===== src/fpc_pkg.sv =====
package fpc_pkg;

    localparam int LANES       = 4;
    localparam int SAMPLE_BITS = 24;
    localparam int MAG_W       = SAMPLE_BITS - 1;
    localparam int LANE_W      = (LANES > 1) ? $clog2(LANES) : 1;
    localparam int CNT_W       = $clog2(LANES + 1);
    localparam int ADDR_W      = 5;
    localparam int MUL_W       = 26;
    localparam int PROD_W      = 2 * MUL_W;
    localparam int LOG_W       = 21;

    localparam logic [2:0] REG_THRESHOLD = 3'd0;
    localparam logic [2:0] REG_SLOPE     = 3'd1;
    localparam logic [2:0] REG_ATTACK    = 3'd2;
    localparam logic [2:0] REG_RELEASE   = 3'd3;
    localparam logic [2:0] REG_MAKEUP    = 3'd4;
    localparam logic [2:0] REG_ACTIVE    = 3'd5;

    typedef struct packed {
        logic signed [SAMPLE_BITS-1:0] sample_0;
        logic signed [SAMPLE_BITS-1:0] sample_1;
        logic signed [SAMPLE_BITS-1:0] sample_2;
        logic signed [SAMPLE_BITS-1:0] sample_3;
        logic                          block_end;
    } frame_t;

    typedef struct packed {
        logic signed [SAMPLE_BITS-1:0] out_0;
        logic signed [SAMPLE_BITS-1:0] out_1;
        logic signed [SAMPLE_BITS-1:0] out_2;
        logic signed [SAMPLE_BITS-1:0] out_3;
        logic [22:0]                   gain_applied;
        logic                          block_end_out;
    } result_t;

    typedef struct packed {
        logic [22:0] threshold_lin;
        logic [15:0] slope;
        logic [23:0] attack_coeff;
        logic [23:0] release_coeff;
        logic [22:0] makeup_gain;
        logic [2:0]  active_channels;
    } cfg_t;

    typedef struct packed {
        logic signed [MUL_W-1:0] a;
        logic signed [MUL_W-1:0] b;
    } mul_op_t;

endpackage


===== src/fpc_mul.sv =====
module fpc_mul (
    input  logic                              clk,
    input  fpc_pkg::mul_op_t                  op,
    output logic signed [fpc_pkg::PROD_W-1:0] prod
);
    import fpc_pkg::*;

    logic signed [PROD_W-1:0] prod_reg;

    // shared multiplier, product registered
    always_ff @(posedge clk)
    begin
        prod_reg <= op.a * op.b;
    end

    assign prod = prod_reg;

endmodule


===== config.mk =====
export PLATFORM = sky130hd
export DESIGN_NAME = fpc_mul
export DESIGN_NICKNAME = d
export VERILOG_FILES = /design/src/fpc_pkg.sv /design/src/fpc_mul.sv
export SDC_FILE = /design/constraint.sdc
export NUM_CORES = 2
export LEC_CHECK = 0
export BUFFER_PORTS_ARGS = -buffer_cell sky130_fd_sc_hd__buf_2
export CAP_MARGIN = 10
export CORE_MARGIN = 2
export CORE_UTILIZATION = 65
export DETAILED_ROUTE_END_ITERATION = 8
export PLACE_DENSITY_LB_ADDON = 0.1
export REMOVE_ABC_BUFFERS = 1
export SYNTH_ARGS = -nofsm -noshare
export SYNTH_HDL_FRONTEND = slang
export SYNTH_SLANG_ARGS = --single-unit

===== constraint.sdc =====
create_clock -name clk -period 10.55 [get_ports clk]
set_clock_uncertainty 0.15 [all_clocks]
set_input_delay 1.055 -clock clk [delete_from_list [all_inputs] [get_ports clk]]
set_output_delay 1.055 -clock clk [all_outputs]
set_load 0.005 [all_outputs]

After elaboration in Yosys (flattened, before gate mapping). Index checks and enable logic that the tools add are counted.

Word-level logic and storage cells: 2. ROM bits: 0. Memories: 0. RAM bits: 0. Latch bits: 0. Input port bits: 53. Output and inout port bits: 52. Register bits: 52.

Eq/ne operators: 0. Reductions and logical operators: 0. $lt $le $gt $ge: 0. $add $sub $neg: 0. Muxes and demuxes: 0. Shifts and indexed selects: 0. $mul: 1. Div/mod/pow operators: 0. Bitwise gates (word level): 0.

Operators with widths (number): multiplier 26 x 26 -> 52 bit (1).

Logic depth before layout (Yosys ltp).
Depth in word-level cells: 1. Mapped depth: 26. Gate-level depth less buffers: 24.

Least setup slack after synthesis. No wires, ideal clock.

Kind: input to register. From: in op[51] (netlist name). To: reg prod_reg[44], in the netlist prod[44]. Stages: 22. Arrival: 7.409 ns. Path slack: 2.919 ns. Buffers on the path: 1. Cells stage by stage: clkbuf_1 nand2_1 inv_1 fa_1 fa_1 inv_1 fa_1 inv_1 fa_1 fa_1 fa_1 inv_1 fa_1 inv_1 ha_1 nand2_1 or4_1 or4_1 o211ai_1 a21oi_2 o21ai_1 xor2_1.

Word-level cells in the longest chain between the ends: 1.

RTL lines: start, declared (line fpc_mul.sv:3) `input fpc_pkg::mul_op_t op,`; multiplier 26 x 26 -> 52 bit (line fpc_mul.sv:13) `prod_reg <= op.a * op.b;`; end signal, assigned (line fpc_mul.sv:13); end, declared (line fpc_mul.sv:8) `logic signed [PROD_W-1:0] prod_reg;`.

No other way between the ends.

Final worst setup path.
From: in op[2] (netlist name). To: reg prod_reg[51], in the netlist prod[51].

Same word-level chain as after synthesis.

==> results.md <==
* Largest net degree at the start of global routing at 27
* Final hold violation count at 0
* Largest area contributor in the netlist: fa_1
* RePlAce Congestion at 0.9313
* Number of flip-flops under the largest register name at 52
* Post-synth EDFFs at 0
* Clock sinks at 52
* Die Area at 0.04101 mm^2
* Avg Inst Size Synth at 9.271 um^2
* Post-CTS Resized at 0
* Sequential-to-total area share from yosys stat at 4.064%
* Max-capacitance violation count at 0
* Ys flop type: dfxtp_1
* Starting Density at 66.13%
* Post-synth top area share at 55.49%
* Postcts setup bufs at 0
* Clock Tree Buf Depth at 2
* CTS tree: done
* Critical-path cell list: buf_2, nand2_1, inv_1, fa_1, fa_1, fa_1, inv_1, fa_1, inv_1, fa_1, inv_1, fa_1, inv_1, ha_1, nand4_1, or4_1, nor2_1, nand3_1, a211oi_1, nor3_1, nand4bb_1
* Synth top area cells: fa_1 55%, inv_1 11%, ha_1 7.1%, and2_1 6.9%, nand2_1 5.8%
* Antenna violations before repair at 1
* Slowest Stage Delay on Critical Path at 0.97 ns
* Die width at 202.5 um
* Vias in the first global route at 20924
* Startpoint Class: input port
* Async S/R FF share, synth at 0%
* RSZ-0062 raised after global routing: no
* Post-placement cell count at 3264
* Core area at approximately 0.039 mm^2
* H-tree levels at 2
* Num CTS Buffers at 5
* Count of cell types in the netlist at 54
* Total wire length at 66630 um
* CP max FO at 26
* CP dominant cell by count: fa_1
* CP required at 10.59 ns
* Layout Nets at 3662
* Type of the most critical hold path: in -> reg
* Remaining global-route overflow at 0
* Period utilization at 79.14%
* Finished Layout Cells at between 3000 and 4000
* Crit path time final at 8.349 ns
* Critical Path AT at 8.39 ns
* DIE HEIGHT at a little over 200 um
* Status: complete, no violations
* Top-Level Pins at 105
* Peak Freq at roughly 120 MHz
* DR vias at 18487
* Setup TNS at 0 ns
* Setup CP Type: in -> reg
* Rows at 72
* Layout cells sized above 1 at under 10%
* DR vias/cell at 5.648
* PortBufs at 104
* Gr usage total at approximately a third
* Clock slew at reported path FFs at 0.08 ns
* First-pass DRT Iterations at 6
* Synth warnings at 0
* Hpwl dp at 53260 um
* Post-Syn Area at 0.02562 mm^2
* # DRC at 0
* Fin. max-slew vios at 0
* First DRT Iteration DRCs at 1097
* Max-slew headroom at 30.90%
* ANT nets after route at 0
* First-pass GRT wire length at approximately 110000 um
* Hold buffer count at cts at 0
* Flops & latches, synth at 52
* Setup Viol. Count Final at 0
* Worst Tran Pin Value at 1.035 ns
* Wirelength per Cell at between 20 and 25 um
* Crit end category: flop
* Cells after Synth at about 2800
* Max stage delay cell, worst path: fa_1
* Area Overhead vs Synth at 3.414%
* Root buf cell: clkbuf_16
[worst max-delay path, delay by kind of cell]
family,cells,cell delay (ns)
compound gates,1,0.55
fa+ha+maj,7,3.98
buf+inv,6,1.20
simple gates,7,1.56
[area by class of cell]
class / count / area [um^2]
Fill cell: 3168 / 12250
Timing Repair Buffer: 106 / 535.5
Inverter: 737 / 2766
Antenna cell: 1 / 2.502
Sequential cell: 52 / 1041
Clock inverter: 3 / 26.28
Clock buffer: 5 / 125.1
Tap cell: 518 / 648.1
Multi-Input combinational cell: 1851 / 21350
[path summary, 6_finish.rpt]
| check | cells after the start | from | slack, ns | endpoint |
|---|---|---|---|---|
| max | 21 | op[2] | 2.20 | prod[51] |
| min | 2 | op[0] | 1.17 | prod[0] |
[layout by cell type, fill, tap and decap left out, types with 18 or more instances in the layout]
master / synthesis / final
ha_1: 146 / 146
a21oi_1: 55 / 55
nor2_1: 50 / 50
inv_1: 737 / 737
and2_1: 281 / 281
fa_1: 710 / 710
o21ai_0: 25 / 25
xnor2_1: 46 / 46
dfxtp_1: 52 / 52
nand2_1: 398 / 398
a21o_1: 18 / 18
buf_2: 1 / 104
[cell families after synthesis]
logic type | Yosys count | synth area share [%]
XOR/XNOR | 57 | 1.949
adder cells (fa/ha/maj) | 856 | 62.62
AO/OA/AOI/OAI | 160 | 4.166
buffers and inverters | 860 | 12.61
AND/OR/NAND/NOR | 778 | 14.60
flip-flops | 52 | 4.064
[per-layer routing]
metal / GRT usage, % / up-vias / share of wire (%) / wire length [um]
met5: 0 / - / 0 / 0
met4: 16.01 / 0 / 5.6 / 3763
met3: 6.292 / 195 / 7.6 / 5035
met2: 61.46 / 819 / 51 / 34120
met1: 42.02 / 9629 / 36 / 23720
li1: - / 7844 / - / -
[per-stage QoR]
step / setup WS (ns) / cell area (um^2) / hold slack (ns) / util (%)
detailed placement: 1.957 / 26340 / 1.281 / 67.99
finish: 2.201 / 26490 / 1.174 / 68.39
CTS: 2.272 / 26490 / 1.143 / 68.38
floorplan: 3.170 / 25150 / 1.027 / -
global route: 1.789 / 26490 / 1.166 / 68.38
global placement: 2.056 / 26340 / 1.280 / 67.99
[synthesized netlist by cell type, drive strengths merged (2+ instances only)]
cell type	number
a211oi	9
a21o	20
a21oi	57
a221o	2
a221oi	2
a31oi	4
and2	282
clkbuf	122
dfxtp	52
fa	710
ha	146
inv	737
nand2	398
nand2b	7
nand3	11
nand4	11
nor2	50
nor2b	2
nor3	4
o2111ai	3
o211ai	9
o21a	4
o21ai	26
o21bai	8
o22ai	3
o311ai	2
or2	3
or3	3
or4	3
xnor2	46
xor2	11
Power is not shown: default switching activity piles up to over one toggle a cycle in this logic, so the estimate is an artifact.
