[config.mk]
export PLATFORM = sky130hd
export DESIGN_NAME = fpc_regs
export DESIGN_NICKNAME = d
export VERILOG_FILES = /design/src/fpc_pkg.sv /design/src/fpc_regs.sv
export SDC_FILE = /design/constraint.sdc
export NUM_CORES = 1
export LEC_CHECK = 0
export BUFFER_PORTS_ARGS = -buffer_cell sky130_fd_sc_hd__buf_2
export CAP_MARGIN = 20
export CORE_ASPECT_RATIO = 1.5
export CORE_MARGIN = 3
export CORE_UTILIZATION = 54
export CTS_CLUSTER_SIZE = 25
export DETAILED_ROUTE_END_ITERATION = 8
export PLACE_DENSITY_LB_ADDON = 0.2
export SYNTH_ARGS = -nofsm -noshare
export SYNTH_HDL_FRONTEND = slang
export SYNTH_SLANG_ARGS = --single-unit
[constraint.sdc]
create_clock -name clk -period 3.3 [get_ports clk]
set_input_delay 0.495 -clock clk [delete_from_list [all_inputs] [get_ports clk]]
set_output_delay 0.495 -clock clk [all_outputs]
set_load 0.005 [all_outputs]
[src/fpc_pkg.sv]
package fpc_pkg;

    localparam int LANES       = 4;
    localparam int SAMPLE_BITS = 24;
    localparam int MAG_W       = SAMPLE_BITS - 1;
    localparam int LANE_W      = (LANES > 1) ? $clog2(LANES) : 1;
    localparam int CNT_W       = $clog2(LANES + 1);
    localparam int ADDR_W      = 5;
    localparam int MUL_W       = 26;
    localparam int PROD_W      = 2 * MUL_W;
    localparam int LOG_W       = 21;

    localparam logic [2:0] REG_THRESHOLD = 3'd0;
    localparam logic [2:0] REG_SLOPE     = 3'd1;
    localparam logic [2:0] REG_ATTACK    = 3'd2;
    localparam logic [2:0] REG_RELEASE   = 3'd3;
    localparam logic [2:0] REG_MAKEUP    = 3'd4;
    localparam logic [2:0] REG_ACTIVE    = 3'd5;

    typedef struct packed {
        logic signed [SAMPLE_BITS-1:0] sample_0;
        logic signed [SAMPLE_BITS-1:0] sample_1;
        logic signed [SAMPLE_BITS-1:0] sample_2;
        logic signed [SAMPLE_BITS-1:0] sample_3;
        logic                          block_end;
    } frame_t;

    typedef struct packed {
        logic signed [SAMPLE_BITS-1:0] out_0;
        logic signed [SAMPLE_BITS-1:0] out_1;
        logic signed [SAMPLE_BITS-1:0] out_2;
        logic signed [SAMPLE_BITS-1:0] out_3;
        logic [22:0]                   gain_applied;
        logic                          block_end_out;
    } result_t;

    typedef struct packed {
        logic [22:0] threshold_lin;
        logic [15:0] slope;
        logic [23:0] attack_coeff;
        logic [23:0] release_coeff;
        logic [22:0] makeup_gain;
        logic [2:0]  active_channels;
    } cfg_t;

    typedef struct packed {
        logic signed [MUL_W-1:0] a;
        logic signed [MUL_W-1:0] b;
    } mul_op_t;

endpackage

[src/fpc_regs.sv]
module fpc_regs (
    input  logic                      clk,
    input  logic                      rst_n,
    input  logic                      psel,
    input  logic                      penable,
    input  logic                      pwrite,
    input  logic [fpc_pkg::ADDR_W-1:0] paddr,
    input  logic [31:0]               pwdata,
    output logic [31:0]               prdata,
    output logic                      pready,
    output fpc_pkg::cfg_t             cfg
);
    import fpc_pkg::*;

    cfg_t       cfg_reg;
    logic [2:0] idx;

    assign idx    = paddr[ADDR_W-1:2];
    assign pready = 1'b1;
    assign cfg    = cfg_reg;

    always_ff @(posedge clk or negedge rst_n)
    begin
        if (!rst_n)
        begin
            cfg_reg.threshold_lin   <= 23'd838861;
            cfg_reg.slope           <= 16'd49152;
            cfg_reg.attack_coeff    <= 24'd16742300;
            cfg_reg.release_coeff   <= 24'd16773721;
            cfg_reg.makeup_gain     <= 23'd65536;
            cfg_reg.active_channels <= 3'd2;
        end
        else if (psel && penable && pwrite)
        begin
            unique case (idx)
                REG_THRESHOLD: cfg_reg.threshold_lin   <= pwdata[22:0];
                REG_SLOPE:     cfg_reg.slope           <= pwdata[15:0];
                REG_ATTACK:    cfg_reg.attack_coeff    <= pwdata[23:0];
                REG_RELEASE:   cfg_reg.release_coeff   <= pwdata[23:0];
                REG_MAKEUP:    cfg_reg.makeup_gain     <= pwdata[22:0];
                REG_ACTIVE:    cfg_reg.active_channels <= pwdata[2:0];
                default:       ;
            endcase
        end
    end

    always_comb
    begin
        unique case (idx)
            REG_THRESHOLD: prdata = 32'(cfg_reg.threshold_lin);
            REG_SLOPE:     prdata = 32'(cfg_reg.slope);
            REG_ATTACK:    prdata = 32'(cfg_reg.attack_coeff);
            REG_RELEASE:   prdata = 32'(cfg_reg.release_coeff);
            REG_MAKEUP:    prdata = 32'(cfg_reg.makeup_gain);
            REG_ACTIVE:    prdata = 32'(cfg_reg.active_channels);
            default:       prdata = 32'd0;
        endcase
    end

endmodule

# Word-level counts from Yosys, hierarchy flattened
# Cells that the tools add are included.
op_classes:
  n_eq_ne: 5
  muxes: 1
  reduce_logical: 9
ops:
  columns: ["op", "count"]
  rows:
  - ["24-bit one-hot mux with 6 select lines", 1]
  - ["2-bit AND reduction", 6]
  - ["3-bit by 2-bit equality test with 1-bit output, second input constant", 2]
  - ["3-bit equality test, second input constant", 2]
  - ["3-bit by 1-bit equality test with 1-bit output, second input constant", 1]
  - ["3-bit zero test", 1]
  - ["1-bit logical AND", 2]
totals:
  register_bits: 113
  output_inout_bits: 146
  wordCells: 21

# Longest topological paths before layout
logic_depth:
  ltp_word: 3
  depth_mapped: 5
  mapped_depth_nobuf: 3

# Worst setup path before layout
# No wires, ideal clock.
synth_path:
  path_type: "input to output"
  start: "input paddr[3] in the netlist's numbering"
  end: "output prdata[10]"
  arrival_ps: 1363
  t_required_ps: 2805
  slack_ps: 1442
  cell_stages: 5
  n_path_buf: 2
  path_cell_list: "buf_4 -> buf_2 -> mux2i_1 -> nor2_1 -> a221o_1"
synth_via:
  elab_chain_len: 2
  elab_cells_between_ends: 7
  classes_between: "eq/ne: 5; mux: 1; reduce/logical: 1"
synth_rtl:
  columns: ["item", "line_no", "text"]
  rows:
  - ["start, declared", "fpc_regs.sv:7", "input logic [fpc_pkg::ADDR_W-1:0] paddr,"]
  - ["3-bit equality test, or another cell as far along", "fpc_regs.sv:49", "unique case (idx)"]
  - ["24-bit one-hot mux with 6 select lines (*)", "fpc_regs.sv:49", null]
  - ["end, declared", "fpc_regs.sv:9", "output logic [31:0] prdata,"]
# Mark *: on every way between the ends. The rest lies on a longest branch, timed or not.

# Final worst setup path
layout_path:
  start: "input paddr[3] in the netlist's numbering"
  end: "output prdata[20]"
# Same word-level chain as after synthesis.

==> metrics <==
outcome=finished, final reports clean; Remaining Overflow, GRT=0; sequential share of the synthesized area=a little over half; fin. max-slew vios=0; CP startpoint kind=input port; routed len/inst=around 20 um; Tot Pwr=0.00470 W; Post-Syn Area=5340 um2; Worst Clk Skew=0 ns; Fin Hold WS=about 0.13 ns; Hold-fix buffers, CTS=0; yosys warns=0; IO Pins=roughly 190; CTS buffer count=17; Syn Inst Count=roughly 370; #FFs+latches synth=113; post-synth cell types=32; Critical Path RT=~2.8 ns; min Tclk post-route=between 2 and 3 ns; n_diodes=0; flop2flop setup slack=approximately 2.5 ns; power density cells=between 600 and 700 nW/um2; final WL=around 14000 um; max reg flops=roughly 110; Port Buf Inserts=around 170; row cnt=43; final number of setup-violating endpoints=0; R2R depth=1; Core Area=~9500 um2; Yosys top cell by area=dfrtp_1; crit path max-delay cell type=nor2b_1; CP Capture Type=output port; GPL Wtd Cong=roughly 0.76; Initial Utilization=56.4%; CP peak stage delay=between 0.4 and 0.5 ns; vias in the first global route=3897; max-cap violations=0; Slew HR=between 50 and 60%; r2r endpoint=cfg[2]$_DFFE_PN0P_; area delta synth->final=27.3%; f_max=between 0.3 and 0.4 GHz; Die W=between 80 and 90 um; Util after Layout=a little under three quarters; reg2reg start=cfg[2]$_DFFE_PN0P_; # fillers=~700; setup TNS=0 ns; global-route wire length before repair=between 20000 and 25000 um; vias per cell=between 5 and 6; Root Buffer=clkbuf_16; H-tree levels=4; post-synthesis area per instance=between 10 and 15 um2; worst hold path class=in2async; Clock Tree Buf Depth=2; DR pass1 iterations=4; clock-pin slew on the worst setup and hold paths=approximately 0.05 ns; initial antenna violation count=0; number of remaining DRC errors=0; CTS tree=built; worst skew pair latency=~0.4 ns; ranking of synthesized cells by area=dfrtp_1 (30%), dfstp_2 (25%), mux2_2 (23%); GRT Overall Usage=around a quarter; critical path arrival=between 2 and 2.5 ns; critical path cell sequence=buf_2 > buf_4 > nor2b_1 > a22oi_1 > o22ai_1 > buf_2; Post-layout nets=a little under 600; hpwl dp=about 9600 um; final hold viol count=0; Synth top area share=between 20 and 30%; DIE HEIGHT=~130 um; Initial DRC Count=approximately 160; die area=roughly 11000 um2; Final ANT Viol Nets=0; # Post-CTS Setup Buffers=0; Crit Path Max Fanout=17; Via Count=3824; clock sinks=about 110; pin count of the biggest net entering global routing=62; P_leak=roughly 3.4 nW; layout cell share with drive strength beyond 1=between 60% and 70%; CP Class=in2out; post-route clock period utilization=between 70% and 80%; peak supply drop=475 uV; post_cts resized=0; Slew @ Worst Pin=slightly below 0.7 ns; unrepaired setup endpoints after global routing=false; most frequent CP cell=buf_2
## cell families after synthesis
| logic type | share of synthesized area, % |
|---|---|
| flip-flops | 54.1 |
| other | 0.141 |
| AO/OA/AOI/OAI | 7.23 |
| AND/OR/NAND/NOR | 4.05 |
| multiplexers | 29.6 |
| buffers and inverters | 4.92 |
## worst max path at each step
| stage | from | end | cells past startpoint |
|---|---|---|---|
| 2_1_floorplan | paddr[3] | prdata[10] | 5 |
| 3_3_place_gp | paddr[3] | prdata[20] | 6 |
| 3_5_place_dp | paddr[3] | prdata[20] | 6 |
| 4_1_cts | paddr[3] | prdata[20] | 6 |
| 5_1_grt | paddr[3] | prdata[21] | 6 |
| 6_report | paddr[3] | prdata[20] | 6 |
## cell usage in the layout, fill, tap and decap left out, drive strengths merged, types with 2 or more instances in the layout
| cell | Yosys | routed |
|---|---|---|
| nor2b | 3 | 3 |
| buf | 28 | 178 |
| conb | 2 | 9 |
| mux2 | 123 | 123 |
| a22oi | 24 | 24 |
| nand2 | 2 | 2 |
| mux4 | 2 | 2 |
| bufinv | 0 | 3 |
| o22ai | 16 | 16 |
| dfstp | 50 | 50 |
| nor2 | 16 | 16 |
| dfrtp | 63 | 63 |
| a21o | 2 | 2 |
| clkinv | 0 | 6 |
| clkbuf | 5 | 21 |
| nand2b | 3 | 3 |
| a221o | 5 | 5 |
| mux2i | 15 | 15 |
| clkinvlp | 0 | 2 |
| inv | 2 | 2 |
## critical path: cells and delay by family
family                 cells  cell delay, ns
AO/OA/AOI/OAI              2            0.34
buffers and inverters      3            0.78
AND/OR/NAND/NOR            1            0.46
## metrics by stage
step / setup WS [ns] / instance area (um2) / std cells
3_5_place_dp: 0.713 / 6200 / 635
4_1_cts: 0.720 / 6800 / 667
6_report: 0.718 / 6800 / 667
2_1_floorplan: 1.44 / 5370 / 378
5_1_grt: 0.600 / 6800 / 667
3_3_place_gp: 0.761 / 6200 / 635
## cells in the mapped netlist, drive strengths merged
cell and count:
mux2 123, dfrtp 63, dfstp 50, buf 28
a22oi 24, nor2 16, o22ai 16, mux2i 15
a221o 5, clkbuf 5, nand2b 3, nor2b 3
a21o 2, conb 2, inv 2, mux4 2
nand2 2, a21oi 1, a2bb2oi 1, a32o 1
and2 1, and2b 1, nand4 1, nand4b 1
o221ai 1, o22a 1, or2 1
## metal layers
metal / GRT usage (%) / wire length, um
met1: 29.8 / 5290
met2: 42.8 / 7130
met3: 8.30 / 984
met4: 8.76 / 269
met5: 0 / 0
## power by group
part / internal (W) / total (W) / leakage (nW) / switching [W]
combinational: 0.000508 / 0.000896 / 1.73 / 0.000387
clock: 0.00124 / 0.00184 / 0.298 / 0.000602
sequential: 0.00175 / 0.00196 / 1.33 / 0.000213
total: 0.00349 / 0.00470 / 3.36 / 0.00120
## layout make-up
| cell class | instances | area, um2 | area share (%) |
|---|---|---|---|
| Clock inverter | 11 | 135 | 1.99 |
| Inverter | 2 | 7.51 | 0.110 |
| Sequential cell | 113 | 2890 | 42.5 |
| Clock buffer | 21 | 470 | 6.91 |
| Multi-Input combinational cell | 230 | 2220 | 32.6 |
| Tap cell | 112 | 140 | 2.06 |
| Timing Repair Buffer | 178 | 943 | 13.9 |
Power figures use the tool's default switching activity.
