File: src/fpc_pkg.sv
package fpc_pkg;

    localparam int LANES       = 4;
    localparam int SAMPLE_BITS = 24;
    localparam int MAG_W       = SAMPLE_BITS - 1;
    localparam int LANE_W      = (LANES > 1) ? $clog2(LANES) : 1;
    localparam int CNT_W       = $clog2(LANES + 1);
    localparam int ADDR_W      = 5;
    localparam int MUL_W       = 26;
    localparam int PROD_W      = 2 * MUL_W;
    localparam int LOG_W       = 21;

    localparam logic [2:0] REG_THRESHOLD = 3'd0;
    localparam logic [2:0] REG_SLOPE     = 3'd1;
    localparam logic [2:0] REG_ATTACK    = 3'd2;
    localparam logic [2:0] REG_RELEASE   = 3'd3;
    localparam logic [2:0] REG_MAKEUP    = 3'd4;
    localparam logic [2:0] REG_ACTIVE    = 3'd5;

    typedef struct packed {
        logic signed [SAMPLE_BITS-1:0] sample_0;
        logic signed [SAMPLE_BITS-1:0] sample_1;
        logic signed [SAMPLE_BITS-1:0] sample_2;
        logic signed [SAMPLE_BITS-1:0] sample_3;
        logic                          block_end;
    } frame_t;

    typedef struct packed {
        logic signed [SAMPLE_BITS-1:0] out_0;
        logic signed [SAMPLE_BITS-1:0] out_1;
        logic signed [SAMPLE_BITS-1:0] out_2;
        logic signed [SAMPLE_BITS-1:0] out_3;
        logic [22:0]                   gain_applied;
        logic                          block_end_out;
    } result_t;

    typedef struct packed {
        logic [22:0] threshold_lin;
        logic [15:0] slope;
        logic [23:0] attack_coeff;
        logic [23:0] release_coeff;
        logic [22:0] makeup_gain;
        logic [2:0]  active_channels;
    } cfg_t;

    typedef struct packed {
        logic signed [MUL_W-1:0] a;
        logic signed [MUL_W-1:0] b;
    } mul_op_t;

endpackage

File: src/fpc_core.sv
module fpc_core (
    input  logic                              clk,
    input  logic                              rst_n,
    input  fpc_pkg::cfg_t                     cfg,
    input  logic                              frame_valid,
    output logic                              frame_ready,
    input  fpc_pkg::frame_t                   frame,
    output logic                              result_valid,
    input  logic                              result_ready,
    output fpc_pkg::result_t                  result,
    output fpc_pkg::mul_op_t                  mul_op,
    input  logic signed [fpc_pkg::PROD_W-1:0] prod
);
    import fpc_pkg::*;

    typedef enum logic [12:0] {
        S_IDLE  = 13'b0000000000001,
        S_PEAK  = 13'b0000000000010,
        S_ENV_A = 13'b0000000000100,
        S_ENV_B = 13'b0000000001000,
        S_ENV_C = 13'b0000000010000,
        S_LOG_E = 13'b0000000100000,
        S_LOG_T = 13'b0000001000000,
        S_RED_A = 13'b0000010000000,
        S_RED_B = 13'b0000100000000,
        S_TOT_A = 13'b0001000000000,
        S_TOT_B = 13'b0010000000000,
        S_LANE  = 13'b0100000000000,
        S_DONE  = 13'b1000000000000
    } state_t;

    localparam logic [MAG_W-1:0]  MAXMAG  = {MAG_W{1'b1}};
    localparam logic [24:0]       ONE_Q24 = 25'h1000000;
    localparam logic [16:0]       UNITY   = 17'h10000;
    localparam logic signed [PROD_W-1:0] SMAX = PROD_W'((64'sd1 <<< (SAMPLE_BITS - 1)) - 1);
    localparam logic signed [PROD_W-1:0] SMIN = -SMAX - PROD_W'(1);

    state_t                  state_reg, state_next;
    frame_t                  frame_reg;
    result_t                 result_reg;
    logic                    res_valid_reg;
    logic [CNT_W-1:0]        cnt_reg;
    logic [MAG_W-1:0]        peak_reg;
    logic [MAG_W-1:0]        env_reg;
    logic [46:0]             acc_reg;
    logic [LOG_W-1:0]        le_reg;
    logic [LOG_W-1:0]        over_reg;
    logic [16:0]             gain_reg;
    logic [22:0]             total_reg;
    logic signed [SAMPLE_BITS-1:0] lane_reg [LANES];

    logic signed [SAMPLE_BITS-1:0] samp [LANES];
    logic signed [SAMPLE_BITS-1:0] cur;
    logic [SAMPLE_BITS-1:0]  neg;
    logic [MAG_W-1:0]        mag;
    logic [CNT_W-1:0]        act;
    logic [CNT_W-1:0]        wr_idx;
    logic [23:0]             coef;
    logic [24:0]             coef_inv;
    logic [MAG_W-1:0]        thr;
    logic [MAG_W-1:0]        log_in;
    logic [LOG_W-1:0]        log_out;
    logic [47:0]             env_sum;
    logic [37:0]             red_sum;
    logic [21:0]             red;
    logic [40:0]             tot_sum;
    logic signed [PROD_W-1:0] rnd;
    logic signed [PROD_W-1:0] q;
    logic signed [SAMPLE_BITS-1:0] lane_val;
    logic                    out_free;

    function automatic logic [LOG_W-1:0] mlog2(input logic [MAG_W-1:0] x);
        logic [4:0]       k;
        logic [MAG_W-1:0] norm;
        k = '0;
        for (int b = 0; b < MAG_W; b++)
        begin
            if (x[b])
                k = 5'(b);
        end
        norm = x << (5'(MAG_W - 1) - k);
        return {k, norm[MAG_W-2 -: 16]};
    endfunction

    function automatic logic [16:0] mexp2neg(input logic [21:0] r);
        logic [5:0]  i;
        logic [15:0] f;
        logic [17:0] num;
        i   = r[21:16];
        f   = r[15:0];
        num = 18'd131072 - 18'(f);
        if (f == 16'd0)
            return (i >= 6'd32) ? 17'd0 : (UNITY >> i[4:0]);
        else if (i >= 6'd31)
            return 17'd0;
        else
            return 17'(num >> (i[4:0] + 5'd1));
    endfunction

    assign samp[0] = frame_reg.sample_0;
    assign samp[1] = frame_reg.sample_1;
    assign samp[2] = frame_reg.sample_2;
    assign samp[3] = frame_reg.sample_3;

    assign act      = (cfg.active_channels > CNT_W'(LANES)) ? CNT_W'(LANES)
                                                            : CNT_W'(cfg.active_channels);
    assign cur      = samp[cnt_reg[LANE_W-1:0]];
    assign neg      = -cur;
    assign mag      = !cur[SAMPLE_BITS-1] ? cur[MAG_W-1:0]
                    : (neg[SAMPLE_BITS-1] ? MAXMAG : neg[MAG_W-1:0]);
    assign coef     = (peak_reg > env_reg) ? cfg.attack_coeff : cfg.release_coeff;
    assign coef_inv = ONE_Q24 - 25'(coef);
    assign thr      = (cfg.threshold_lin == '0) ? MAG_W'(1) : cfg.threshold_lin;
    assign log_in   = (state_reg == S_LOG_T) ? thr : env_reg;
    assign log_out  = mlog2(log_in);
    assign env_sum  = 48'(acc_reg) + 48'(prod[46:0]) + 48'h800000;
    assign red_sum  = prod[37:0] + 38'd32768;
    assign red      = red_sum[37:16];
    assign tot_sum  = 41'(prod[39:0]) + 41'd32768;
    assign rnd      = prod + PROD_W'(32768);
    assign q        = rnd >>> 16;
    assign wr_idx   = cnt_reg - CNT_W'(1);
    assign lane_val = (wr_idx >= act) ? '0
                    : (q > SMAX) ? SMAX[SAMPLE_BITS-1:0]
                    : (q < SMIN) ? SMIN[SAMPLE_BITS-1:0]
                    : q[SAMPLE_BITS-1:0];
    assign out_free = !res_valid_reg || result_ready;

    assign frame_ready  = (state_reg == S_IDLE);
    assign result_valid = res_valid_reg;
    assign result       = result_reg;

    always_comb
    begin
        mul_op.a = '0;
        mul_op.b = '0;
        unique case (state_reg)
            S_ENV_A:
            begin
                mul_op.a = MUL_W'(coef);
                mul_op.b = MUL_W'(env_reg);
            end
            S_ENV_B:
            begin
                mul_op.a = MUL_W'(coef_inv);
                mul_op.b = MUL_W'(peak_reg);
            end
            S_RED_A:
            begin
                mul_op.a = MUL_W'(over_reg);
                mul_op.b = MUL_W'(cfg.slope);
            end
            S_TOT_A:
            begin
                mul_op.a = MUL_W'(gain_reg);
                mul_op.b = MUL_W'(cfg.makeup_gain);
            end
            S_LANE:
            begin
                mul_op.a = MUL_W'(cur);
                mul_op.b = MUL_W'(total_reg);
            end
            default: ;
        endcase
    end

    always_comb
    begin
        state_next = state_reg;
        unique case (state_reg)
            S_IDLE:  if (frame_valid) state_next = S_PEAK;
            S_PEAK:  if (cnt_reg == CNT_W'(LANES - 1)) state_next = S_ENV_A;
            S_ENV_A: state_next = S_ENV_B;
            S_ENV_B: state_next = S_ENV_C;
            S_ENV_C: state_next = S_LOG_E;
            S_LOG_E: state_next = (env_reg > thr) ? S_LOG_T : S_TOT_A;
            S_LOG_T: state_next = S_RED_A;
            S_RED_A: state_next = S_RED_B;
            S_RED_B: state_next = S_TOT_A;
            S_TOT_A: state_next = S_TOT_B;
            S_TOT_B: state_next = S_LANE;
            S_LANE:  if (cnt_reg == CNT_W'(LANES)) state_next = S_DONE;
            S_DONE:  if (out_free) state_next = S_IDLE;
            default: state_next = S_IDLE;
        endcase
    end

    always_ff @(posedge clk or negedge rst_n)
    begin
        if (!rst_n)
        begin
            state_reg     <= S_IDLE;
            res_valid_reg <= 1'b0;
            cnt_reg       <= '0;
            env_reg       <= '0;
        end
        else
        begin
            state_reg <= state_next;
            if (state_reg == S_DONE && out_free)
                res_valid_reg <= 1'b1;
            else if (result_ready)
                res_valid_reg <= 1'b0;

            unique case (state_reg)
                S_PEAK:  cnt_reg <= (cnt_reg == CNT_W'(LANES - 1)) ? '0 : cnt_reg + CNT_W'(1);
                S_LANE:  cnt_reg <= (cnt_reg == CNT_W'(LANES)) ? '0 : cnt_reg + CNT_W'(1);
                default: cnt_reg <= '0;
            endcase

            if (state_reg == S_ENV_C)
                env_reg <= env_sum[46:24];
        end
    end

    // datapath registers
    always_ff @(posedge clk)
    begin
        unique case (state_reg)
            S_IDLE:
            begin
                frame_reg <= frame;
                peak_reg  <= '0;
            end
            S_PEAK:
            begin
                if (cnt_reg < act && mag > peak_reg)
                    peak_reg <= mag;
            end
            S_ENV_B: acc_reg <= prod[46:0];
            S_LOG_E:
            begin
                le_reg   <= log_out;
                gain_reg <= UNITY;
            end
            S_LOG_T: over_reg <= (le_reg > log_out) ? le_reg - log_out : '0;
            S_RED_B: gain_reg <= mexp2neg(red);
            S_TOT_B: total_reg <= tot_sum[38:16];
            S_LANE:
            begin
                if (cnt_reg != '0)
                    lane_reg[wr_idx[LANE_W-1:0]] <= lane_val;
            end
            S_DONE:
            begin
                if (out_free)
                begin
                    result_reg.out_0         <= lane_reg[0];
                    result_reg.out_1         <= lane_reg[1];
                    result_reg.out_2         <= lane_reg[2];
                    result_reg.out_3         <= lane_reg[3];
                    result_reg.gain_applied  <= total_reg;
                    result_reg.block_end_out <= frame_reg.block_end;
                end
            end
            default: ;
        endcase
    end

    a_accept_starts: assert property (@(posedge clk) disable iff (!rst_n)
        frame_valid && frame_ready |=> state_reg == S_PEAK)
        else $error("accepted request did not start peak scan");

    a_env_hold: assert property (@(posedge clk) disable iff (!rst_n)
        state_reg != S_ENV_C |=> $stable(env_reg))
        else $error("envelope changed outside update step");

    a_result_src: assert property (@(posedge clk) disable iff (!rst_n)
        $rose(res_valid_reg) |-> $past(state_reg == S_DONE))
        else $error("result raised outside completion step");

    a_cnt_bound: assert property (@(posedge clk) disable iff (!rst_n)
        cnt_reg <= CNT_W'(LANES))
        else $error("lane counter out of range");

endmodule

File: config.mk
export PLATFORM = sky130hd
export DESIGN_NAME = fpc_core
export DESIGN_NICKNAME = d
export VERILOG_FILES = /design/src/fpc_pkg.sv /design/src/fpc_core.sv
export SDC_FILE = /design/constraint.sdc
export NUM_CORES = 1
export LEC_CHECK = 0
export ABC_AREA = 1
export BUFFER_PORTS_ARGS = -buffer_cell sky130_fd_sc_hd__clkbuf_2
export CORE_MARGIN = 5
export CORE_UTILIZATION = 55
export DETAILED_ROUTE_END_ITERATION = 6
export PLACE_DENSITY = 0.76
export RECOVER_POWER = 25
export SLEW_MARGIN = 20
export SYNTH_ARGS = -nofsm -noshare
export SYNTH_HDL_FRONTEND = slang
export SYNTH_SLANG_ARGS = --single-unit
File: constraint.sdc
create_clock -name clk -period 21.6 [get_ports clk]
set_input_delay 4.32 -clock clk [delete_from_list [all_inputs] [get_ports clk]]
set_output_delay 4.32 -clock clk [all_outputs]
set_load 0.01 [all_outputs]
### Word-level counts from Yosys, hierarchy flattened

Memory sizes are Yosys's and may differ from the RTL's. A register that Yosys moved wholly into a read port is not among the register bits.
Cells that the tools add are included.

* bits in registers: 313
* bits in writable memories: 96
* input port bits: 266
* output and inout bits: 174
* word-level logic and storage cells: 135
* memories kept: 1

* add/sub/neg operators: 13
* magnitude comparators: 12
* equality and inequality tests: 20
* shift operators: 3
* muxes and demuxes: 55
* bitwise operators: 1
* reductions and logical operators: 13

Memory list
* lane_reg: words 4, bits a word 24, rd ports 4, clocked after Yosys merged registers in 4, wr ports 1, line fpc_core.sv:50 `logic signed [SAMPLE_BITS-1:0] lane_reg [LANES];`

Operators with widths (number)
* $pmux 52 s5: 1
* $pmux 13 s13: 1
* $mux 24: 6
* $mux 23: 5
* $mux 5: 19
* $gt 23x23->1: 3
* $add 52x17->52 const B: 1
* $mux 13: 4
* $mux 17: 3
* $bmux 24 s2: 1
* $add 47x24->47 const B: 1
* $add 47x47->47: 1
* $pmux 23 s2: 1
* $add 39x16->39 const B: 1
* $add 38x16->38 const B: 1
* $gt 36x24->1 const B: 1
* $lt 36x24->1 const B: 1
* $pmux 17 s2: 1
* $sub 25x24->25 const A: 1
* $neg 24->24: 1
* $logic_not 23->1: 1
* $shl 23x5->22: 1
* $gt 21x21->1: 1
* $sub 21x21->21: 1
* other kinds (43): 59

### Depth between registers and ports, before layout

* depth in word-level cells: 28
* mapped depth: 62
* mapped depth without buffers: 58

### Worst setup path before layout

No wires, ideal clock.

* path type: input -> output
* start point: input cfg[51] (netlist name)
* end point: output mul_op[50] (netlist name)
* arrival time: 6.587 ns
* data required time: 17.280 ns
* path slack: 10.693 ns
* cell stages on the path: 16
* path buffers: 0
* path through: o21ai_0 ha_1 nand2_1 nor2_1 nand2_1 nor2_1 nand2_1 inv_1 nand3_1 nor3_1 nand4_1 nor2_1 nand3_1 nor3_1 nand4_1 o22ai_1

RTL lines
* start, declared: line fpc_core.sv:4 `input fpc_pkg::cfg_t cfg,`
* end, declared: line fpc_core.sv:11 `output fpc_pkg::mul_op_t mul_op,`

==> results.md <==
- DR vias: between 20,000 and 25,000
- RSZ-0062 raised after global routing: false
- Clk pin slew, worst setup/hold paths: 0.06 ns
- Final critical-path share of the clock period: 54.94%
- Worst min-delay path class: reg -> reg
- Worst slew margin: -159.9%
- Comb pwr share: approximately two fifths
- Fillers: slightly above 4,000
- Cell variety after synth: 63
- Net Sw Frac: between 30% and 40%
- R2R Path End: over_reg[20]
- Total grt overflow: 0
- Commonest cells after routing, fill and taps aside: nand2_1, edfxtp_1, clkbuf_2
- Async SR Flop Fraction: 7.921%
- Flop pwr share: 36.9%
- Max Freq: roughly 0.084 GHz
- DR WL/cell: between 20 and 25 um
- CP startpoint kind: input pin
- FF+latch count, synth: 505
- Iter 0 DRT Violations: 2,944
- Top Ports: 440
- Chip height: 237.8 um
- Setup-failing EPs final: 0
- Clk network pwr share: about a quarter
- Post-Synthesis Cells: roughly 3,000
- Worst Tran Pin Value: around 4 ns
- Clk Latency, worst-skew pair: 0.63 ns
- CTS hold repair buffers: 0
- CP Class: in -> out
- Max-cap violation count: 6
- Final net count: a little under 4,000
- Failing checks: capacitance limit, slew limit
- Commonest non-fill, non-tap cell in the layout: nand2_1
- R2r startpoint: state_reg[8]
- Die area: between 50,000 and 60,000 um2
- Fin util: about 64%
- Largest net degree at the start of global routing: roughly 70
- Hold_sp: lane_reg[0][3]
- Via density: about 6.0
- Antenna violations before repair: 3
- Ys flop type: edfxtp_1
- Core footprint: 51,300 um2
- Worst reg-to-reg path cell count: 56
- Switching pwr: 0.001404 W
- Critical Path AT: roughly 7.6 ns
- Htree depth: 2
- Worst path required time: approximately 17 ns
- TritonCTS clock tree: built
- Static leakage: between 10 and 15 nW
- Status: finished, violations left
- P per Cell Area: 107.7 nW/um2
- First-pass GRT wire length: about 150,000 um
- Post-Route Setup TNS: 0 ns
- Gr usage total: between 30% and 40%
- CP Capture Type: output port
- IO buf count: 436
- Fin. max-slew vios: 191
- CP Max Fanout: 3
- Crit path time final: 11.87 ns
- Setup repair bufs after CTS: 0
- CTS buffer count: between 50 and 60
- Post-Syn Area per Cell: 9.619 um2
- GP Congestion: 1.006
- Die W: around 240 um
- Seq/Total Area, Yosys: between 50% and 60%
- VDD IR max: about 0.07 mV
- Initial Utilization: 55.61%
- Hold Vio Cnt, Final: 0
- R2r setup slk: roughly 12 ns
- Post-CTS Resized: 0
- Std-Cell Rows: 83
- Synth warnings: 0
- Post-Syn Area: approximately 29,000 um2
- Clock Skews: 0.04959 ns
- Share of layout cells above drive strength 1: 17.79%
- Worst Hold End: result[99]
- Max reg flops: 120
- EDFF count, synth: between 400 and 500
- Worst Hold Depth: 0
- Drt total wl: 100,200 um
- Cell-internal power: between 0.002 and 0.0025 W
- Vias in the first global route: 23,860
- Layout area overhead: 15.67%
- Clock tree buffer depth: 3
- DRC Markers: 0
- ANT nets after route: 0
- CTS Sinks: 505
- Hpwl dp: 78,200 um
- DR pass1 iterations: 7
- Root buffer cell: clkbuf_16
how the worst max path moves through the flow:
stage,start,end,slack (ns),cells after the start
after floorplan,cfg[51],mul_op[50],10.69,16
after global placement,cfg[26],mul_op[50],9.94,20
after detailed placement,cfg[50],mul_op[50],9.76,18
after CTS,cfg[50],mul_op[50],9.79,18
after global routing,cfg[50],mul_op[48],9.36,19
final,cfg[50],mul_op[48],9.73,19
power by group through the flow:
stage | sequential (W) | combinational (W) | clock [W]
after global routing | 0.00132 | 0.00149 | 0.000937
after CTS | 0.00131 | 0.00133 | 0.000894
final | 0.00131 | 0.00136 | 0.000888
after floorplan | 0.00130 | 0.000896 | 0
after global placement | 0.00132 | 0.00129 | 0
after detailed placement | 0.00133 | 0.00132 | 0
critical path: stages:
cell and delay (ns):
clkbuf_2 0.08, o21ai_0 0.30, ha_1 0.23, nand2_1 0.10, nor2_1 0.21, nand2_1 0.10
nor2_1 0.18, nand2_1 0.09, inv_1 0.09, nand3_1 0.09, nor3_1 0.23, nand4_1 0.27
nor2_1 0.27, nand3_1 0.15, nor3_1 0.32, nand4_1 0.17, nand3_1 0.11, nand2_1 0.09
clkbuf_2 0.14
stage by stage:
| stage | hold slack, ns | instances | cell area, um2 | setup WS (ns) | total power (W) |
|---|---|---|---|---|---|
| final | 0.4160 | 4122 | 33000 | 9.733 | 0.003555 |
| after CTS | 0.4155 | 4120 | 33050 | 9.788 | 0.003531 |
| after global placement | 0.4002 | 4027 | 31420 | 9.942 | 0.002610 |
| after global routing | 0.4310 | 4122 | 33000 | 9.356 | 0.003746 |
| after floorplan | 0.4003 | 2968 | 28540 | 10.69 | 0.002198 |
| after detailed placement | 0.4045 | 4027 | 31420 | 9.764 | 0.002644 |
cell type report:
type,instances,area [um2],area share [%]
flip-flops and latches,505,14970,45.35
multi-input cells,2022,11860,35.92
repair buffers,462,2347,7.113
clock buffers,67,1356,4.110
inverters,358,1345,4.076
well taps,680,850.8,2.578
clock inverters,26,275.3,0.8341
diodes,2,5.005,0.01517
metal layers:
metal / global-route usage [%] / wire [um]
met5: 1.094 / 97
met4: 17.77 / 6349
met3: 5.940 / 8934
met2: 56.48 / 47140
met1: 43.40 / 37690
logic make-up (layout without fill, tap and decap cells):
| group | Yosys count | count (layout) | synth area share (%) |
|---|---|---|---|
| flops | 505 | 505 | 52.46 |
| simple gates | 1147 | 1147 | 17.39 |
| fa+ha+maj | 205 | 205 | 9.017 |
| buf+inv | 441 | 913 | 6.066 |
| mux | 11 | 11 | 0.3860 |
| xor+xnor | 68 | 68 | 2.114 |
| compound gates | 588 | 588 | 12.55 |
| other cells | 1 | 5 | 0.01314 |
cells in the mapped netlist, types with 5 or more instances:
library cell / number / area share (%)
a211oi_1: 6 / 0.16
a21oi_1: 178 / 3.1
a221oi_1: 18 / 0.55
a22oi_1: 23 / 0.61
a31oi_1: 19 / 0.42
a32o_1: 14 / 0.49
a32oi_1: 11 / 0.34
and3_1: 5 / 0.11
buf_1: 9 / 0.12
buf_6: 8 / 0.32
clkbuf_1: 60 / 0.79
clkinv_1: 5 / 0.066
dfrtp_1: 39 / 3.4
edfxtp_1: 465 / 49
ha_1: 204 / 8.9
inv_1: 340 / 4.5
inv_2: 13 / 0.17
mux2i_1: 11 / 0.39
nand2_1: 616 / 8.1
nand2_2: 5 / 0.11
nand3_1: 142 / 2.5
nand3_2: 6 / 0.21
nand4_1: 47 / 1.0
nor2_1: 212 / 2.8
nor2_2: 6 / 0.13
nor3_1: 38 / 0.67
nor4_1: 24 / 0.53
o2111ai_1: 24 / 0.74
o211ai_1: 24 / 0.63
o21a_1: 9 / 0.24
o21ai_0: 188 / 3.3
o21ai_1: 12 / 0.21
o21ai_2: 10 / 0.31
o21bai_1: 11 / 0.29
o221ai_1: 13 / 0.40
o22ai_1: 12 / 0.26
o31ai_1: 5 / 0.13
or2_2: 26 / 0.57
xnor2_1: 23 / 0.71
xor2_1: 44 / 1.4
No activity file was read; power rests on OpenSTA's default activity.
